[config.mk]
export PLATFORM = sky130hd
export DESIGN_NAME = sd_data_block_receiver_unit
export DESIGN_NICKNAME = d
export VERILOG_FILES = /design/src/rtl/core/sdbr_pkg.sv /design/src/rtl/core/sd_data_block_receiver_unit.sv /design/src/rtl/core/sdbr_cfg.sv /design/src/rtl/core/sdbr_crc16.sv /design/src/rtl/core/sdbr_core.sv
export VERILOG_INCLUDE_DIRS = /design/src /design/src/rtl/core
export SDC_FILE = /design/constraint.sdc
export NUM_CORES = 1
export LEC_CHECK = 0
export ABC_AREA = 1
export BUFFER_PORTS_ARGS = -buffer_cell sky130_fd_sc_hd__buf_4
export CORE_UTILIZATION = 45
export CTS_BUF_LIST = sky130_fd_sc_hd__clkbuf_16
export CTS_CLUSTER_SIZE = 14
export DETAILED_ROUTE_END_ITERATION = 7
export PLACE_DENSITY = 0.7
export REMOVE_ABC_BUFFERS = 1
export SYNTH_ARGS = -nofsm -noshare
export SYNTH_HDL_FRONTEND = slang
export SYNTH_SLANG_ARGS = --single-unit
[constraint.sdc]
create_clock -name clk_i -period 4.3 [get_ports clk_i]
set_clock_uncertainty 0.05 [all_clocks]
set_input_delay 0.43 -clock clk_i [delete_from_list [all_inputs] [get_ports clk_i]]
set_output_delay 0.43 -clock clk_i [all_outputs]
set_load 0.02 [all_outputs]
[src/rtl/core/sd_data_block_receiver_unit_assert.svh]
// Assertion macros for the SD data block receiver.
// All checks are clocked on clk_i and held off while rst_ni is low.
`ifndef SD_DATA_BLOCK_RECEIVER_UNIT_ASSERT_SVH
`define SD_DATA_BLOCK_RECEIVER_UNIT_ASSERT_SVH

// Same-cycle implication
`define SDBR_ASSERT_NOW(lbl, ante, cons) \
  lbl: assert property (@(posedge clk_i) disable iff (!rst_ni) (ante) |-> (cons)) \
    else $error("sdbr: same-cycle check failed");

// Next-cycle implication
`define SDBR_ASSERT_NEXT(lbl, ante, cons) \
  lbl: assert property (@(posedge clk_i) disable iff (!rst_ni) (ante) |=> (cons)) \
    else $error("sdbr: next-cycle check failed");

`endif

[src/rtl/core/sdbr_pkg.sv]
// ----------------------------------------------------------------------------
// sdbr_pkg
// Shared widths, codes and types for the SD data block receiver.
// ----------------------------------------------------------------------------
package sdbr_pkg;

  localparam int BYTE_W    = 8;
  localparam int BLK_LEN_W = 10;
  localparam int TRIES_W   = 16;
  localparam int CRC_W     = 16;
  localparam int STATUS_W  = 2;
  localparam int PHASE_W   = 3;
  localparam int PADDR_W   = 3;
  localparam int PDATA_W   = 32;

  localparam int MAX_BLOCK_BYTES_DEF = 512;

  localparam logic [BLK_LEN_W-1:0] BLOCK_LENGTH_RST = 10'd512;
  localparam logic [TRIES_W-1:0]   TOKEN_TRIES_RST  = 16'd20000;

  localparam logic [BYTE_W-1:0] START_TOKEN = 8'hFE;
  localparam logic [CRC_W-1:0]  CRC_POLY    = 16'h1021;

  // register index, taken from paddr[2]
  localparam logic REG_BLOCK_LENGTH = 1'b0;
  localparam logic REG_TOKEN_TRIES  = 1'b1;

  localparam logic REQ_START = 1'b0;
  localparam logic REQ_BYTE  = 1'b1;

  localparam logic KIND_DATA   = 1'b0;
  localparam logic KIND_STATUS = 1'b1;

  localparam logic [STATUS_W-1:0] ST_OK      = 2'd0;
  localparam logic [STATUS_W-1:0] ST_TIMEOUT = 2'd1;
  localparam logic [STATUS_W-1:0] ST_CRC     = 2'd2;

  localparam logic [PHASE_W-1:0] PH_IDLE = 3'd0;
  localparam logic [PHASE_W-1:0] PH_WAIT = 3'd1;
  localparam logic [PHASE_W-1:0] PH_DATA = 3'd2;
  localparam logic [PHASE_W-1:0] PH_CRCH = 3'd3;
  localparam logic [PHASE_W-1:0] PH_CRCL = 3'd4;

  typedef struct packed {
    logic [BLK_LEN_W-1:0] block_length;
    logic [TRIES_W-1:0]   token_tries;
  } cfg_t;

endpackage

[src/rtl/core/sd_data_block_receiver_unit.sv]
// ----------------------------------------------------------------------------
// sd_data_block_receiver_unit - SD SPI data block receiver with CRC-16 check
// Input reg, then result reg; one transaction a cycle unless the result stalls.
// Rate is set by the combinational byte CRC update between input and result regs.
// Async active-low reset: idle, no pending result, registers at defaults.
// ----------------------------------------------------------------------------
module sd_data_block_receiver_unit #(
  parameter int MAX_BLOCK_BYTES = sdbr_pkg::MAX_BLOCK_BYTES_DEF
) (
  input  logic                           clk_i,
  input  logic                           rst_ni,
  input  logic                           in_valid_i,
  output logic                           in_ready_o,
  input  logic                           req_type_i,
  input  logic [sdbr_pkg::BYTE_W-1:0]    rx_byte_i,
  output logic                           out_valid_o,
  input  logic                           out_ready_i,
  output logic                           kind_o,
  output logic [sdbr_pkg::BYTE_W-1:0]    data_byte_o,
  output logic [sdbr_pkg::STATUS_W-1:0]  status_o,
  input  logic                           psel,
  input  logic                           penable,
  input  logic                           pwrite,
  input  logic [sdbr_pkg::PADDR_W-1:0]   paddr,
  input  logic [sdbr_pkg::PDATA_W-1:0]   pwdata,
  output logic [sdbr_pkg::PDATA_W-1:0]   prdata,
  output logic                           pready
);

  sdbr_pkg::cfg_t cfg;

  sdbr_cfg u_cfg (
    .clk_i   (clk_i),
    .rst_ni  (rst_ni),
    .psel    (psel),
    .penable (penable),
    .pwrite  (pwrite),
    .paddr   (paddr),
    .pwdata  (pwdata),
    .prdata  (prdata),
    .pready  (pready),
    .cfg_o   (cfg)
  );

  sdbr_core #(
    .MAX_BLOCK_BYTES (MAX_BLOCK_BYTES)
  ) u_core (
    .clk_i       (clk_i),
    .rst_ni      (rst_ni),
    .cfg_i       (cfg),
    .in_valid_i  (in_valid_i),
    .in_ready_o  (in_ready_o),
    .req_type_i  (req_type_i),
    .rx_byte_i   (rx_byte_i),
    .out_valid_o (out_valid_o),
    .out_ready_i (out_ready_i),
    .kind_o      (kind_o),
    .data_byte_o (data_byte_o),
    .status_o    (status_o)
  );

endmodule

[src/rtl/core/sdbr_cfg.sv]
// ----------------------------------------------------------------------------
// sdbr_cfg
// APB register file: block length and token try limit.
// ----------------------------------------------------------------------------
module sdbr_cfg (
  input  logic                          clk_i,
  input  logic                          rst_ni,
  input  logic                          psel,
  input  logic                          penable,
  input  logic                          pwrite,
  input  logic [sdbr_pkg::PADDR_W-1:0]  paddr,
  input  logic [sdbr_pkg::PDATA_W-1:0]  pwdata,
  output logic [sdbr_pkg::PDATA_W-1:0]  prdata,
  output logic                          pready,
  output sdbr_pkg::cfg_t                cfg_o
);

  logic [sdbr_pkg::BLK_LEN_W-1:0] block_length_q, block_length_d;
  logic [sdbr_pkg::TRIES_W-1:0]   token_tries_q, token_tries_d;
  logic                           wr_en;
  logic                           reg_sel;

  assign pready  = 1'b1;
  assign wr_en   = psel & penable & pwrite;
  assign reg_sel = paddr[2];

  always_comb begin
    block_length_d = block_length_q;
    token_tries_d  = token_tries_q;
    if (wr_en) begin
      case (reg_sel)
        sdbr_pkg::REG_BLOCK_LENGTH: block_length_d = pwdata[sdbr_pkg::BLK_LEN_W-1:0];
        sdbr_pkg::REG_TOKEN_TRIES:  token_tries_d  = pwdata[sdbr_pkg::TRIES_W-1:0];
        default: ;
      endcase
    end
  end

  always_ff @(posedge clk_i or negedge rst_ni) begin
    if (!rst_ni) begin
      block_length_q <= sdbr_pkg::BLOCK_LENGTH_RST;
      token_tries_q  <= sdbr_pkg::TOKEN_TRIES_RST;
    end else begin
      block_length_q <= block_length_d;
      token_tries_q  <= token_tries_d;
    end
  end

  always_comb begin
    case (reg_sel)
      sdbr_pkg::REG_BLOCK_LENGTH:
        prdata = sdbr_pkg::PDATA_W'(block_length_q);
      sdbr_pkg::REG_TOKEN_TRIES:
        prdata = sdbr_pkg::PDATA_W'(token_tries_q);
      default:
        prdata = '0;
    endcase
  end

  assign cfg_o.block_length = block_length_q;
  assign cfg_o.token_tries  = token_tries_q;

endmodule

[src/rtl/core/sdbr_crc16.sv]
// ----------------------------------------------------------------------------
// sdbr_crc16
// Byte-wide CRC-16-CCITT update, polynomial 0x1021, MSB first.
// ----------------------------------------------------------------------------
module sdbr_crc16 (
  input  logic [sdbr_pkg::CRC_W-1:0]  crc_i,
  input  logic [sdbr_pkg::BYTE_W-1:0] byte_i,
  output logic [sdbr_pkg::CRC_W-1:0]  crc_o
);

  always_comb begin
    logic [sdbr_pkg::CRC_W-1:0] c;
    c = crc_i ^ {byte_i, {(sdbr_pkg::CRC_W-sdbr_pkg::BYTE_W){1'b0}}};
    for (int i = 0; i < sdbr_pkg::BYTE_W; i++) begin
      if (c[sdbr_pkg::CRC_W-1]) begin
        c = {c[sdbr_pkg::CRC_W-2:0], 1'b0} ^ sdbr_pkg::CRC_POLY;
      end else begin
        c = {c[sdbr_pkg::CRC_W-2:0], 1'b0};
      end
    end
    crc_o = c;
  end

endmodule

[src/rtl/core/sdbr_core.sv]
// ----------------------------------------------------------------------------
// sdbr_core
// Input register, block receive state machine and result register.
// ----------------------------------------------------------------------------
`include "sd_data_block_receiver_unit_assert.svh"

module sdbr_core #(
  parameter int MAX_BLOCK_BYTES = sdbr_pkg::MAX_BLOCK_BYTES_DEF
) (
  input  logic                           clk_i,
  input  logic                           rst_ni,
  input  sdbr_pkg::cfg_t                 cfg_i,
  input  logic                           in_valid_i,
  output logic                           in_ready_o,
  input  logic                           req_type_i,
  input  logic [sdbr_pkg::BYTE_W-1:0]    rx_byte_i,
  output logic                           out_valid_o,
  input  logic                           out_ready_i,
  output logic                           kind_o,
  output logic [sdbr_pkg::BYTE_W-1:0]    data_byte_o,
  output logic [sdbr_pkg::STATUS_W-1:0]  status_o
);

  localparam int CntW = $clog2(MAX_BLOCK_BYTES + 1);
  localparam int LenW = (CntW > sdbr_pkg::BLK_LEN_W) ? CntW : sdbr_pkg::BLK_LEN_W;

  // input register
  logic                        in_valid_q;
  logic                        req_q;
  logic [sdbr_pkg::BYTE_W-1:0] byte_q;
  logic                        adv;

  // block state
  logic [sdbr_pkg::PHASE_W-1:0] phase_q, phase_d;
  logic [sdbr_pkg::TRIES_W-1:0] tries_q, tries_d;
  logic [CntW-1:0]              bytes_q, bytes_d;
  logic [sdbr_pkg::CRC_W-1:0]   crc_q, crc_d, crc_next;
  logic [sdbr_pkg::BYTE_W-1:0]  crc_hi_q, crc_hi_d;

  // result register
  logic                          out_valid_q, out_valid_d;
  logic                          kind_q, kind_d;
  logic [sdbr_pkg::BYTE_W-1:0]   data_q, data_d;
  logic [sdbr_pkg::STATUS_W-1:0] status_q, status_d;

  logic                          emit;
  logic                          res_kind;
  logic [sdbr_pkg::BYTE_W-1:0]   res_data;
  logic [sdbr_pkg::STATUS_W-1:0] res_status;
  logic [LenW-1:0]               len_ext;
  logic [CntW-1:0]               len_c;

  assign adv        = in_valid_q & (~out_valid_q | out_ready_i);
  assign in_ready_o = ~in_valid_q | adv;

  always_ff @(posedge clk_i or negedge rst_ni) begin
    if (!rst_ni) begin
      in_valid_q <= 1'b0;
    end else if (in_ready_o) begin
      in_valid_q <= in_valid_i;
    end
  end

  always_ff @(posedge clk_i) begin
    if (in_ready_o && in_valid_i) begin
      req_q  <= req_type_i;
      byte_q <= rx_byte_i;
    end
  end

  sdbr_crc16 u_crc (
    .crc_i  (crc_q),
    .byte_i (byte_q),
    .crc_o  (crc_next)
  );

  // block length clamped to 1..MAX_BLOCK_BYTES
  always_comb begin
    len_ext = LenW'(cfg_i.block_length);
    if (len_ext == '0) begin
      len_ext = LenW'(1);
    end else if (len_ext > LenW'(MAX_BLOCK_BYTES)) begin
      len_ext = LenW'(MAX_BLOCK_BYTES);
    end
    len_c = len_ext[CntW-1:0];
  end

  always_comb begin
    phase_d    = phase_q;
    tries_d    = tries_q;
    bytes_d    = bytes_q;
    crc_d      = crc_q;
    crc_hi_d   = crc_hi_q;
    emit       = 1'b0;
    res_kind   = sdbr_pkg::KIND_DATA;
    res_data   = '0;
    res_status = sdbr_pkg::ST_OK;
    if (adv) begin
      if (req_q == sdbr_pkg::REQ_START) begin
        tries_d  = cfg_i.token_tries;
        bytes_d  = len_c;
        crc_d    = '0;
        crc_hi_d = '0;
        phase_d  = sdbr_pkg::PH_WAIT;
      end else begin
        case (phase_q)
          sdbr_pkg::PH_WAIT: begin
            if (byte_q == sdbr_pkg::START_TOKEN) begin
              phase_d = sdbr_pkg::PH_DATA;
            end else if (tries_q <= sdbr_pkg::TRIES_W'(1)) begin
              tries_d    = '0;
              phase_d    = sdbr_pkg::PH_IDLE;
              emit       = 1'b1;
              res_kind   = sdbr_pkg::KIND_STATUS;
              res_status = sdbr_pkg::ST_TIMEOUT;
            end else begin
              tries_d = tries_q - sdbr_pkg::TRIES_W'(1);
            end
          end
          sdbr_pkg::PH_DATA: begin
            crc_d = crc_next;
            if (bytes_q <= CntW'(1)) begin
              bytes_d = '0;
              phase_d = sdbr_pkg::PH_CRCH;
            end else begin
              bytes_d = bytes_q - CntW'(1);
            end
            emit     = 1'b1;
            res_kind = sdbr_pkg::KIND_DATA;
            res_data = byte_q;
          end
          sdbr_pkg::PH_CRCH: begin
            crc_hi_d = byte_q;
            phase_d  = sdbr_pkg::PH_CRCL;
          end
          sdbr_pkg::PH_CRCL: begin
            phase_d  = sdbr_pkg::PH_IDLE;
            emit     = 1'b1;
            res_kind = sdbr_pkg::KIND_STATUS;
            if ({crc_hi_q, byte_q} == crc_q) begin
              res_status = sdbr_pkg::ST_OK;
            end else begin
              res_status = sdbr_pkg::ST_CRC;
            end
          end
          default: ;
        endcase
      end
    end
  end

  always_comb begin
    out_valid_d = out_valid_q;
    kind_d      = kind_q;
    data_d      = data_q;
    status_d    = status_q;
    if (adv) begin
      out_valid_d = emit;
      if (emit) begin
        kind_d   = res_kind;
        data_d   = res_data;
        status_d = res_status;
      end
    end else if (out_ready_i) begin
      out_valid_d = 1'b0;
    end
  end

  always_ff @(posedge clk_i or negedge rst_ni) begin
    if (!rst_ni) begin
      phase_q     <= sdbr_pkg::PH_IDLE;
      tries_q     <= '0;
      bytes_q     <= '0;
      crc_q       <= '0;
      crc_hi_q    <= '0;
      out_valid_q <= 1'b0;
    end else begin
      phase_q     <= phase_d;
      tries_q     <= tries_d;
      bytes_q     <= bytes_d;
      crc_q       <= crc_d;
      crc_hi_q    <= crc_hi_d;
      out_valid_q <= out_valid_d;
    end
  end

  always_ff @(posedge clk_i) begin
    kind_q   <= kind_d;
    data_q   <= data_d;
    status_q <= status_d;
  end

  assign out_valid_o = out_valid_q;
  assign kind_o      = kind_q;
  assign data_byte_o = data_q;
  assign status_o    = status_q;

  `SDBR_ASSERT_NEXT(a_start_arms, adv && req_q == sdbr_pkg::REQ_START,
                    phase_q == sdbr_pkg::PH_WAIT && crc_q == '0)
  `SDBR_ASSERT_NEXT(a_silent_item_no_result, adv && !emit, !out_valid_q)
  `SDBR_ASSERT_NOW(a_data_phase_count, phase_q == sdbr_pkg::PH_DATA, bytes_q != '0)
  `SDBR_ASSERT_NOW(a_status_zero_byte, out_valid_q && kind_q == sdbr_pkg::KIND_STATUS,
                   data_q == '0)

endmodule

# After elaboration in Yosys (flattened, before gate mapping)
# Cells that the tools add are included.
dict set report totals {
  ram_bits 0
  ff_bits 101
  romBits 0
  latch_bits 0
  output_inout_bits 46
  wordCells 100
  memories 0
}
dict set report op_classes {
  div 0
  n_addsub 2
  bitwise 17
  n_lt_le_gt_ge 3
  shifts 0
  reduce_logical 12
  n_mux 39
  n_mul 0
  eq_ne 13
}
# op n
set op_table {}
lappend op_table {{2-to-1 mux 13 bit} 8}
lappend op_table {{2-to-1 mux 16 bit} 6}
lappend op_table {{one-hot mux 32 bit (2 select lines)} 1}
lappend op_table {{2-to-1 mux 10 bit} 5}
lappend op_table {{NOT 3 bit} 8}
lappend op_table {{equality test 16 bit} 1}
lappend op_table {{<= comparator 16 x 1 -> 1 bit (second input constant)} 1}
lappend op_table {{2-to-1 mux 8 bit} 2}
lappend op_table {{subtractor 16 x 1 -> 16 bit (second input constant)} 1}
lappend op_table {{bitwise XOR 16 bit} 1}
lappend op_table {{2-to-1 mux 3 bit} 4}
lappend op_table {{one-hot mux 3 bit (4 select lines)} 1}
lappend op_table {{AND reduction 2 bit} 6}
lappend op_table {{> comparator 10 bit (second input constant)} 1}
lappend op_table {{<= comparator 10 x 1 -> 1 bit (second input constant)} 1}
lappend op_table {{zero test 10 bit} 1}
lappend op_table {{subtractor 10 x 1 -> 10 bit (second input constant)} 1}
lappend op_table {{equality test 8 bit (second input constant)} 1}
lappend op_table {{inequality test 2 bit (second input constant)} 4}
lappend op_table {{2-to-1 mux 1 bit} 7}
lappend op_table {{equality test 3 x 2 -> 1 bit (second input constant)} 2}
lappend op_table {{inequality test 5 bit (second input constant)} 1}
lappend op_table {{2-to-1 mux 2 bit} 2}
lappend op_table {{inequality test 4 bit (second input constant)} 1}
lappend op_table {{13 further kinds} 19}

# Logic depth before layout (Yosys ltp)
# Gate-level depths: netlist of run 1.
dict set report depth {
  depth_word 19
  ltp_mapped 12
}

# Modules after synthesis
# Synthesis of run 1 repeated with hierarchy kept, for this count alone.
dict set report hier_totals {
  cells_unflattened 877
  hier_area_um2 6303.5
}
# mod area_each_um2 cells_each n_inst
set by_module_without_submodules {}
lappend by_module_without_submodules {sdbr_core 4435.5 582 1}
lappend by_module_without_submodules {sdbr_cfg 1378.8 180 1}
lappend by_module_without_submodules {sdbr_crc16 489.2 115 1}

# Least setup slack after synthesis of run 1
# No wires, ideal clock.
dict set report synth_path {
  path_type {reg2reg}
  start {reg u_core.tries_q[0] (netlist bit)}
  end {reg u_core.data_q, in the netlist u_core.data_byte_o[0] (enable)}
  synth_period_minus_slack_ns 1.832
  t_arrival_ns 1.443
  required_time_ns 3.911
  setup_time_ns 0.339
  slack_ns 2.468
  stages_incl_launch_ff 11
  cell_sequence {dfrtp_1 > inv_1 > ha_1 > nor2_1 > nor2_1 > nand3_1 > nor2_1 > nand2_1 > nand3_1 > nand2_1 > inv_1}
}
dict set report synth_between {
  elab_chain_len 7
}
# element line
set synth_lines {}
lappend synth_lines {{start: declaration} sdbr_core.sv:35} ;# logic [sdbr_pkg::TRIES_W-1:0] tries_q, tries_d;
lappend synth_lines {{start signal: assignment} sdbr_core.sv:179} ;# tries_q <= tries_d;
lappend synth_lines {{<= comparator 16 x 1 -> 1 bit} sdbr_core.sv:110} ;# end else if (tries_q <= sdbr_pkg::TRIES_W'(1)) begin
lappend synth_lines {{2-to-1 mux 1 bit} sdbr_core.sv:110}
lappend synth_lines {{2-to-1 mux 1 bit} sdbr_core.sv:108} ;# if (byte_q == sdbr_pkg::START_TOKEN) begin
lappend synth_lines {{one-hot mux 1 bit (2 select lines)} sdbr_core.sv:106} ;# case (phase_q)
lappend synth_lines {{2-to-1 mux 1 bit} sdbr_core.sv:99} ;# if (req_q == sdbr_pkg::REQ_START) begin
lappend synth_lines {{2-to-1 mux 1 bit} sdbr_core.sv:98} ;# if (adv) begin
lappend synth_lines {{AND reduction 2 bit (no line)} -}
lappend synth_lines {{end signal: assignment} sdbr_core.sv:189} ;# data_q <= data_d;
lappend synth_lines {{end: declaration} sdbr_core.sv:43} ;# logic [sdbr_pkg::BYTE_W-1:0] data_q, data_d;
# No other way between the ends.
# A chain may end at the register's enable or synchronous reset.

# Worst setup path in the final report of run 1
dict set report layout_path {
  start {reg u_core.req_q}
  end {reg u_core.data_q, in the netlist u_core.data_byte_o[4] (enable)}
}
dict set report layout_between {
  elab_chain_len 3
}
# element line
set layout_lines {}
lappend layout_lines {{start: declaration} sdbr_core.sv:29} ;# logic req_q;
lappend layout_lines {{start signal: assignment} sdbr_core.sv:66} ;# req_q <= req_type_i;
lappend layout_lines {{2-to-1 mux 1 bit} sdbr_core.sv:99}
lappend layout_lines {{2-to-1 mux 1 bit} sdbr_core.sv:98}
lappend layout_lines {{AND reduction 2 bit (no line)} -}
# No other way between the ends.

==> metrics, run 1 <==
critical path startpoint category flip-flop; total power 3.12 mW; fmax 0.390 GHz; power share of the combinational group 31.5%; area growth from synthesis to layout 13.9%; unrepaired setup endpoints after global routing false; number of synthesized flops with an enable pin 20; CP Capture Type flip-flop; total number of vias 4806; area of the core 12600 µm²; Total Routed Length 12600 µm; slew of the pin with the lowest slew margin 997 ps; count of maximum capacitance violations 0; total DRC errors in the routed layout 0; largest area contributor in the netlist dfrtp_1; total of warnings raised by yosys 0; final worst-path cycle share 59.6%; final routed wire length divided by cell count 12.5 µm; final sum of negative setup slack 0 ps; drt pass-1 iters 5; placed cell count 996; Worst VDD drop 0.251 mV; worst hold slack 62.2 ps; gpl congestion 0.889; worst-skew pair later-pin latency 350 ps; commonest register cell after synthesis dfrtp_1; number of buffers created by CTS 9; # IOs 97; crit path DAT 2520 ps; Final Util 52.4%; Clk Tree Root Cell clkbuf_16; global-route wire length before repair 21700 µm; sequential-to-total area share from yosys stat 45.6%; design area 6590 µm²; CTS tree yes; initial DRC count 357; global routing usage summed across all routing layers 21.1%; Placed Area 6290 µm²; power per cell area 474 nW/µm²; count of hold buffers inserted by post-cts repair 0; post-CTS clock slew at the launch and capture registers of the worst setup and hold paths 70 ps; leakage component of the power 3.43 nW; Die Outline Area 13300 µm²; number of hold violations in the final report 0; detailed-placement wirelength estimate 9090 µm; result of the run complete, no violations; fraction of synthesis flops using an asynchronous set or reset pin 80.2%; total clock sinks 101; antenna violations before repair 0; Distinct cells, synth 39; sw power 1.16 mW; pin count of the biggest net entering global routing 53; Initial Util 46.0%; count of mapped cells out of synthesis 779; pre-CTS setup slack 1750 ps; relative contribution of sequential cells to total power 42.8%; Cell Int Power 1.96 mW; clock tree buffer depth 2; number of vias per cell 4.75; fraction of final layout cells with drive strength greater than 1 13.0%; Data required, critical path 4260 ps; dominant cells by area after synthesis dfrtp_1 32%, nand2_1 17%, edfxtp_1 10%, inv_1 6.6%, nor2_1 5.6%; shortest period the worst path allows 2560 ps; Post-Synthesis Mean Instance Area 7.42 µm²; buffers inserted during post-CTS setup optimization 0; number of synthesized register bits 101; number of diodes added for antenna fixing 0; die boundary width 115 µm; final net count 890; worst min-delay path category in2async; total congestion overflow after global routing 0; CTS H-tree depth 3; total of buffers placed on input and output ports 61; switch share 37.1%; post-cts repair resize count 0; final count of pins violating max slew 0; Antenna Violating Nets Remaining 0; final critical-path setup slack 1740 ps; Clock Power Share 25.7%; Final Instance Count excl. Fillers 1012; critical path class reg2reg; largest fanout on the critical path 20; vias in the first global route 4574; total standard cell area after synthesis 5780 µm²; Rows 41; vertical die dimension 115 µm; final setup violation count 0; slew margin rel. 33.4%; fraction of post-synthesis cell area in the top cell type by area 32.5%
-- metal layers --
| metal | vias to the layer above | share of wire, % | global-route usage, % |
|---|---|---|---|
| li1 | 2494 | - | - |
| met1 | 2190 | 48 | 28.7 |
| met2 | 111 | 47 | 33.8 |
| met3 | 11 | 4.8 | 5.22 |
| met4 | 0 | 0.90 | 4.68 |
| met5 | - | 0 | 0 |
-- power by group through the flow --
stage               clock (mW)  combinational, mW  sequential, mW
finish                   0.802              0.982            1.34
global route             0.858               1.15            1.36
CTS                      0.819              0.986            1.33
detailed placement           0              0.980            1.35
global placement             0              0.964            1.34
floorplan                    0              0.758            1.29
-- worst max-delay path, stage by stage (launching register included) --
cell,delay (ps)
edfxtp_1,930
inv_2,370
nor2_2,240
inv_2,140
nand3_1,110
nand2_1,70
inv_1,320
-- cell usage after synthesis (2+ instances only) --
master,instances
conb_1,2
edfxtp_1,20
buf_2,3
nand2_4,2
a21boi_1,2
nor2_1,87
and2_1,2
ha_1,4
dfstp_2,6
clkbuf_1,7
o22ai_1,14
inv_1,102
nor2_2,4
buf_6,2
inv_2,6
a21oi_2,4
xor2_1,18
xnor2_1,12
a21oi_1,13
dfrtp_1,75
nand2_1,261
nor3_1,4
o21ai_0,41
nand2_2,6
buf_4,17
nand4_1,9
nand3_1,44
-- final timing paths --
path | startpoint | endpoint | slack (ps) | cells after the start
setup / recovery | u_core.req_q | u_core.data_byte_o[4] | 1740 | 6
hold / removal | rst_ni | u_cfg.token_tries_q[15] | 60 | 1
setup reg to reg | u_core.req_q | u_core.data_byte_o[4] | 1740 | 6
hold reg to reg | u_cfg.token_tries_q[7] | u_cfg.token_tries_q[7] | 440 | 2
max in group asynchronous | rst_ni | u_core.crc_hi_q[7] | 3280 | 2
min in group clk_i | rx_byte_i[5] | u_core.byte_q[5] | 200 | 1
-- cell type report --
| class | instances | area (µm²) |
|---|---|---|
| fillers | 1272 | 5980 |
| flip-flops and latches | 101 | 2640 |
| multi-input cells | 553 | 2570 |
| repair buffers | 62 | 465 |
| inverters | 108 | 405 |
| clock buffers | 9 | 225 |
| well taps | 172 | 215 |
| clock inverters | 7 | 66.3 |
-- kinds of logic after synthesis --
| group | share of synthesized area, % |
|---|---|
| DFF | 45.6 |
| other | 0.130 |
| adders and majority gates | 0.866 |
| xor gates and xnor gates | 4.83 |
| AOI/OAI and AO/OA | 7.47 |
| buffers and inverters | 10.9 |
| and+or+nand+nor | 30.3 |
-- flip-flops by register name, summed over array words and instances, names as in the netlist, 8 cells and up --
signal,count
u_cfg.token_tries_q,16
u_core.tries_q,16
u_core.byte_q,8
u_core.bytes_q,10
u_cfg.block_length_q,10
u_core.data_byte_o,8
u_core.crc_q,16
u_core.crc_hi_q,8
-- layout by cell type (no fill, tap or decap), drive strengths merged --
| master | count |
|---|---|
| nand2 | 269 |
| inv | 108 |
| nor2 | 92 |
| dfrtp | 75 |
| buf | 62 |
| nand3 | 45 |
| o21ai | 42 |
| edfxtp | 20 |
| xor2 | 18 |
| conb | 17 |
| a21oi | 17 |
| o22ai | 14 |
| xnor2 | 13 |
| nand4 | 9 |
| clkbuf | 9 |
| dfstp | 6 |
| clkinv | 6 |
| nor3 | 4 |
| ha | 4 |
| a21boi | 4 |
| and2 | 2 |
| or2 | 2 |
| and3 | 1 |
| bufinv | 1 |
(Power assumes the default switching activity.)
==> inputs of run 2 (changes only) <==
==> constraint.sdc (replaced) <==
create_clock -name clk_i -period 2.45 [get_ports clk_i]
set_clock_uncertainty 0.05 [all_clocks]
set_input_delay 0.245 -clock clk_i [delete_from_list [all_inputs] [get_ports clk_i]]
set_output_delay 0.245 -clock clk_i [all_outputs]
set_load 0.02 [all_outputs]
==> run 2 against run 1 <==
  * Register-to-register slack lost 1400 ps
  * Hold slack lost 45 ps
  * Combinational power grew 77%
  * Critical path type unchanged
==> metrics, run 2 (synthesis gave the netlist of run 1 again) <==
Data required, critical path 2410 ps (-1850 ps); CTS H-tree depth 3 (unchanged); global-route wire length before repair 21300 µm (-1.6%); # IOs 97 (unchanged); area growth from synthesis to layout 15.3%; worst-skew pair later-pin latency 350 ps (about the same); CTS tree yes; number of diodes added for antenna fixing 0 (unchanged); antenna violations before repair 0 (unchanged); fmax 0.464 GHz (+19%); initial DRC count 362 (+1.4%); buffers inserted during post-CTS setup optimization 0 (unchanged); most frequent cells in the layout 261 x nand2_1, 103 x inv_1, 87 x nor2_1; slew margin rel. 61.6% (+28 points); number of hold violations in the final report 0 (unchanged); Worst VDD drop 0.593 mV (+140%); number of buffers created by CTS 9 (unchanged); die boundary width 115 µm (unchanged); total clock sinks 101 (unchanged); largest fanout on the critical path 11 (-45%); vias in the first global route 4521 (-1.2%); clock tree buffer depth 2 (unchanged); total number of vias 4868 (+1.3%); unrepaired setup endpoints after global routing false; power per cell area 822 nW/µm² (+74%); total DRC errors in the routed layout 0 (unchanged); CP Capture Type flip-flop; global routing usage summed across all routing layers 20.7% (-0.34 points); total congestion overflow after global routing 0 (unchanged); final count of pins violating max slew 0 (unchanged); slew of the pin with the lowest slew margin 575 ps (-422 ps); drt pass-1 iters 5 (unchanged); pin count of the biggest net entering global routing 43 (-19%); post-CTS clock slew at the launch and capture registers of the worst setup and hold paths 70 ps (about the same); final setup violation count 0 (unchanged); final routed wire length divided by cell count 12.2 µm (-2.1%); final worst-path cycle share 88.0% (+28 points); area of the core 12600 µm² (unchanged); critical path startpoint category flip-flop; Clk Tree Root Cell clkbuf_16; vertical die dimension 115 µm (unchanged); design area 6670 µm² (+1.2%); Antenna Violating Nets Remaining 0 (unchanged); gpl congestion 0.897 (+0.93%); Initial Util 46.0% (unchanged); Total Routed Length 12500 µm (-1.3%); Rows 41 (unchanged); detailed-placement wirelength estimate 9190 µm (+1.1%); post-cts repair resize count 0 (unchanged); Placed Area 6350 µm² (+0.91%); count of maximum capacitance violations 0 (unchanged); result of the run complete, no violations; final net count 898 (+0.90%); leading registers by flop count u_cfg.token_tries_q: 16 flops, u_core.crc_q: 16 flops, u_core.tries_q: 16 flops; worst min-delay path category in2reg; fraction of final layout cells with drive strength greater than 1 13.4% (+0.47 points); Die Outline Area 13300 µm² (unchanged); critical path class reg2reg; most common cell after layout, fill and taps aside nand2_1; total of buffers placed on input and output ports 61 (unchanged); crit path DAT 2120 ps (-400 ps); final sum of negative setup slack 0 ps (unchanged); leakage component of the power 3.47 nW (+1.1%); shortest period the worst path allows 2160 ps (-404 ps); number of vias per cell 4.77 (+0.50%)
## run 2: cell types whose count changed in the layout (fill, tap and decap cells not counted), sizes merged
cell / delta
clkinv: -2
buf: +6
dlygate4sd3: +2
inv: +1
clkinvlp: +1
## run 2: final cells by class
class,count,area [µm²]
Clock inverter,7,67.6
Sequential cell,101,2640
Timing Repair Buffer,70,543
Clock buffer,9,225
Inverter,108,405
Fill cell,1235,5900
Tap cell,172,215
Multi-Input combinational cell,553,2570
## run 2: path summary, 6_finish.rpt
path | start | endpoint | slack (ps) | cells after the start
setup / recovery | u_core.tries_q[0] | u_core.data_byte_o[5] | 290 | 10
hold / removal | rx_byte_i[5] | u_core.byte_q[5] | 20 | 1
setup reg to reg | u_core.tries_q[0] | u_core.data_byte_o[5] | 290 | 10
hold reg to reg | u_core.bytes_q[1] | u_core.bytes_q[1] | 430 | 2
max in group asynchronous | rst_ni | u_cfg.block_length_q[9] | 1320 | 3
min in group asynchronous | rst_ni | u_core.tries_q[11] | 370 | 2
## run 2: metal layers
metal	global-route usage (%)	wire length, µm	up-vias
met5	0	0	-
met4	4.50	148	0
met3	5.75	536	11
met2	33.8	5720	104
met1	27.5	6060	2244
li1	-	-	2509
## run 2: per-stage QoR
| step | total power [mW] | util, % | setup slack [ps] | instances | hold slack [ps] |
|---|---|---|---|---|---|
| after floorplan | 3.60 | - | 457 | 762 | -101 |
| after global placement | 4.06 | 50.5 | 379 | 1002 | 224 |
| after detailed placement | 4.09 | 50.5 | 332 | 1002 | 222 |
| after CTS | 5.52 | 53.0 | 305 | 1019 | 1.74 |
| after global routing | 5.90 | 53.0 | 94.5 | 1020 | 0.280 |
| final | 5.48 | 53.0 | 293 | 1020 | 17.4 |
## run 2: power breakdown
| group | switching [mW] | leakage, nW | internal, mW | total, mW |
|---|---|---|---|---|
| Clock | 0.622 | 0.144 | 0.786 | 1.41 |
| Sequential | 0.320 | 1.19 | 2.01 | 2.33 |
| Combinational | 1.08 | 2.13 | 0.657 | 1.74 |
## run 2: repair_timing
item,in CTS,in global routing
hold endpoints to repair,36,1
hold buffers,1,1
setup endpoints to repair,0,0
## run 2: worst max-delay path: stages (launching register included)
cell and delay (ps):
dfrtp_1 430, inv_1 110, ha_1 230, nor2_1 80, nor2_1 110, nand3_1 120, nor2_1 120, nand2_1 110
nand3_1 80, nand2_1 70, inv_1 300
==> inputs of run 3 (changes only) <==
--- a/config.mk
+++ b/config.mk
@@ -12,6 +12,7 @@
 export CTS_BUF_LIST = sky130_fd_sc_hd__clkbuf_16
 export CTS_CLUSTER_SIZE = 14
 export DETAILED_ROUTE_END_ITERATION = 7
+export GPL_TIMING_DRIVEN = 0
 export PLACE_DENSITY = 0.7
 export REMOVE_ABC_BUFFERS = 1
 export SYNTH_ARGS = -nofsm -noshare
==> run 3 against run 2 <==
  * Largest power group unchanged
  * Hold slack got worse by 9.9 ps
  * Non-clock buffer count down 4
  * Sequential power about the same
  * Core utilization decreased by 0.38 points
  * Largest cell class unchanged
  * Setup slack got worse by 3.2 ps
  * Register-to-register slack about the same
  * Flip-flop and latch count did not move
==> metrics, run 3 (synthesis gave the netlist of run 1 again) <==
result of the run complete, no violations; shortest period the worst path allows 2160 ps (+3.15 ps); number of diodes added for antenna fixing 0 (unchanged); area used by multi-input combinational logic 2570 µm² (unchanged); global routing usage summed across all routing layers 21.0% (+0.24 points); fmax 0.463 GHz (-0.15%); Clk Tree Root Cell clkbuf_16; critical path startpoint category flip-flop; origin of the critical flop-to-flop path u_core.tries_q[0]; Antenna Violating Nets Remaining 0 (unchanged); count of fill cells added during filler insertion 1210 (-2.0%); total congestion overflow after global routing 0 (unchanged); CTS tree yes; power per cell area 830 nW/µm² (+1.0%); post-CTS clock slew at the launch and capture registers of the worst setup and hold paths 70 ps (about the same); total DRC errors in the routed layout 0 (unchanged); most frequent cells in the layout 261 x nand2_1, 103 x inv_1, 87 x nor2_1; met1 Use GR 27.7% (+0.20 points); total number of vias 4830 (-0.78%); initial DRC count 277 (-23%); area of the core 12600 µm² (unchanged); # IOs 97 (unchanged); Final Instance Count excl. Fillers 1016 (-0.39%); detailed-placement wirelength estimate 8870 µm (-3.4%); number of hold violations in the final report 0 (unchanged); worst-skew pair later-pin latency 360 ps (about the same); slew of the pin with the lowest slew margin 1070 ps (+494 ps); clock tree buffer depth 2 (unchanged); largest incremental delay on the critical path 420 ps (about the same); Rows 41 (unchanged); leakage component of the power 3.45 nW (-0.63%); die boundary width 115 µm (unchanged); Initial Util 46.0% (unchanged); met2 Track Usage GR 33.8% (unchanged); total power 5.49 mW (+0.29%); final routed wire length divided by cell count 12.5 µm (+2.3%); worst min-delay path category in2async; final setup violation count 0 (unchanged); R2R setup slack 290 ps (about the same); placed cell count 995 (-0.70%); vias in the first global route 4543 (+0.49%); critical path class reg2reg; number of vias per cell 4.75 (-0.39%); final net count 894 (-0.45%); global routing usage on met3 4.85% (-0.90 points); Die Outline Area 13300 µm² (unchanged); largest fanout on the critical path 11 (unchanged); cell occurring most often along the worst timing path nor2_1; Worst VDD drop 0.528 mV (-11%); vertical die dimension 115 µm (unchanged); drt pass-1 iters 4 (-1); final worst-path cycle share 88.2% (+0.13 points); most common cell after layout, fill and taps aside nand2_1; antenna violations before repair 0 (unchanged); Data required, critical path 2410 ps (about the same); slew margin rel. 28.7% (-33 points); global-route wire length before repair 21600 µm (+1.2%); gpl congestion 0.879 (-2.0%); global-route layer with the greatest usage met2; CTS H-tree depth 3 (unchanged); Final Util 52.7% (-0.38 points); CP Capture Type flip-flop; total clock sinks 101 (unchanged); count of maximum capacitance violations 0 (unchanged); crit path launch u_core.tries_q[0]; ordered list of cells on the worst path inv_1, ha_1, nor2_1, nor2_1, nand3_1, nor2_1, nand2_1, nand3_1, nand2_1, inv_1; crit path DAT 2120 ps (about the same); final count of pins violating max slew 0 (unchanged); area used by sequential logic in the layout 2640 µm² (unchanged); post-cts repair resize count 0 (unchanged); number of buffers created by CTS 9 (unchanged); pin count of the biggest net entering global routing 82 (+91%); unrepaired setup endpoints after global routing false; Total Routed Length 12700 µm (+1.9%); fraction of final layout cells with drive strength greater than 1 13.3% (-0.17 points); final sum of negative setup slack 0 ps (unchanged); cell type of the slowest stage on the worst timing path dfrtp_1; total of buffers placed on input and output ports 61 (unchanged); area growth from synthesis to layout 14.5%; leading registers by flop count u_cfg.token_tries_q: 16 flops, u_core.crc_q: 16 flops, u_core.tries_q: 16 flops
run 3: power by group:
group / switching (mW) / internal (mW)
Sequential: 0.324 / 2.01
Combinational: 1.09 / 0.651
Clock: 0.632 / 0.786
run 3: stage by stage:
step                worst slack (ps)  area (µm²)  hold WS [ps]
CTS                             97.4        6590          6.30
global placement                -138        6290           375
global route                    37.0        6620          3.47
floorplan                        457        5610          -101
finish                           290        6620          7.51
detailed placement              -165        6290           375
run 3: routing by layer:
layer  wire length (µm)  vias to the layer above
li1                   -                     2508
met1               6170                     2186
met2               5770                      121
met3                566                       15
met4                206                        0
met5                  0                        -
run 3: final cells by class:
cell class | instances | area share (%)
clock inverters | 7 | 1.02
flip-flops and latches | 101 | 39.8
multi-input cells | 553 | 38.9
repair buffers | 66 | 7.49
inverters | 108 | 6.13
well taps | 172 | 3.25
clock buffers | 9 | 3.40
run 3: repair_timing:
item | CTS | global route
setup endpoints to repair | 11 | 11
hold buffers | 0 | 0
hold endpoints to repair | 0 | 0
setup buffers | 1 | 4
run 3: critical path, delay by kind of cell (launching register included):
family                   cells  cell delay (ps)
AND/OR/NAND/NOR              7              670
flip-flops                   1              420
buffers and inverters        2              420
adder cells (fa/ha/maj)      1              240
run 3: final timing paths:
| check | endpoint | cells past startpoint |
|---|---|---|
| worst max-delay path | u_core.data_byte_o[0] | 10 |
| worst min-delay path | u_cfg.token_tries_q[15] | 1 |
| worst max register to register | u_core.data_byte_o[0] | 10 |
| worst min register to register | u_core.bytes_q[1] | 2 |
| max in group asynchronous | u_core.crc_q[13] | 1 |
| min in group clk_i | u_core.byte_q[0] | 1 |
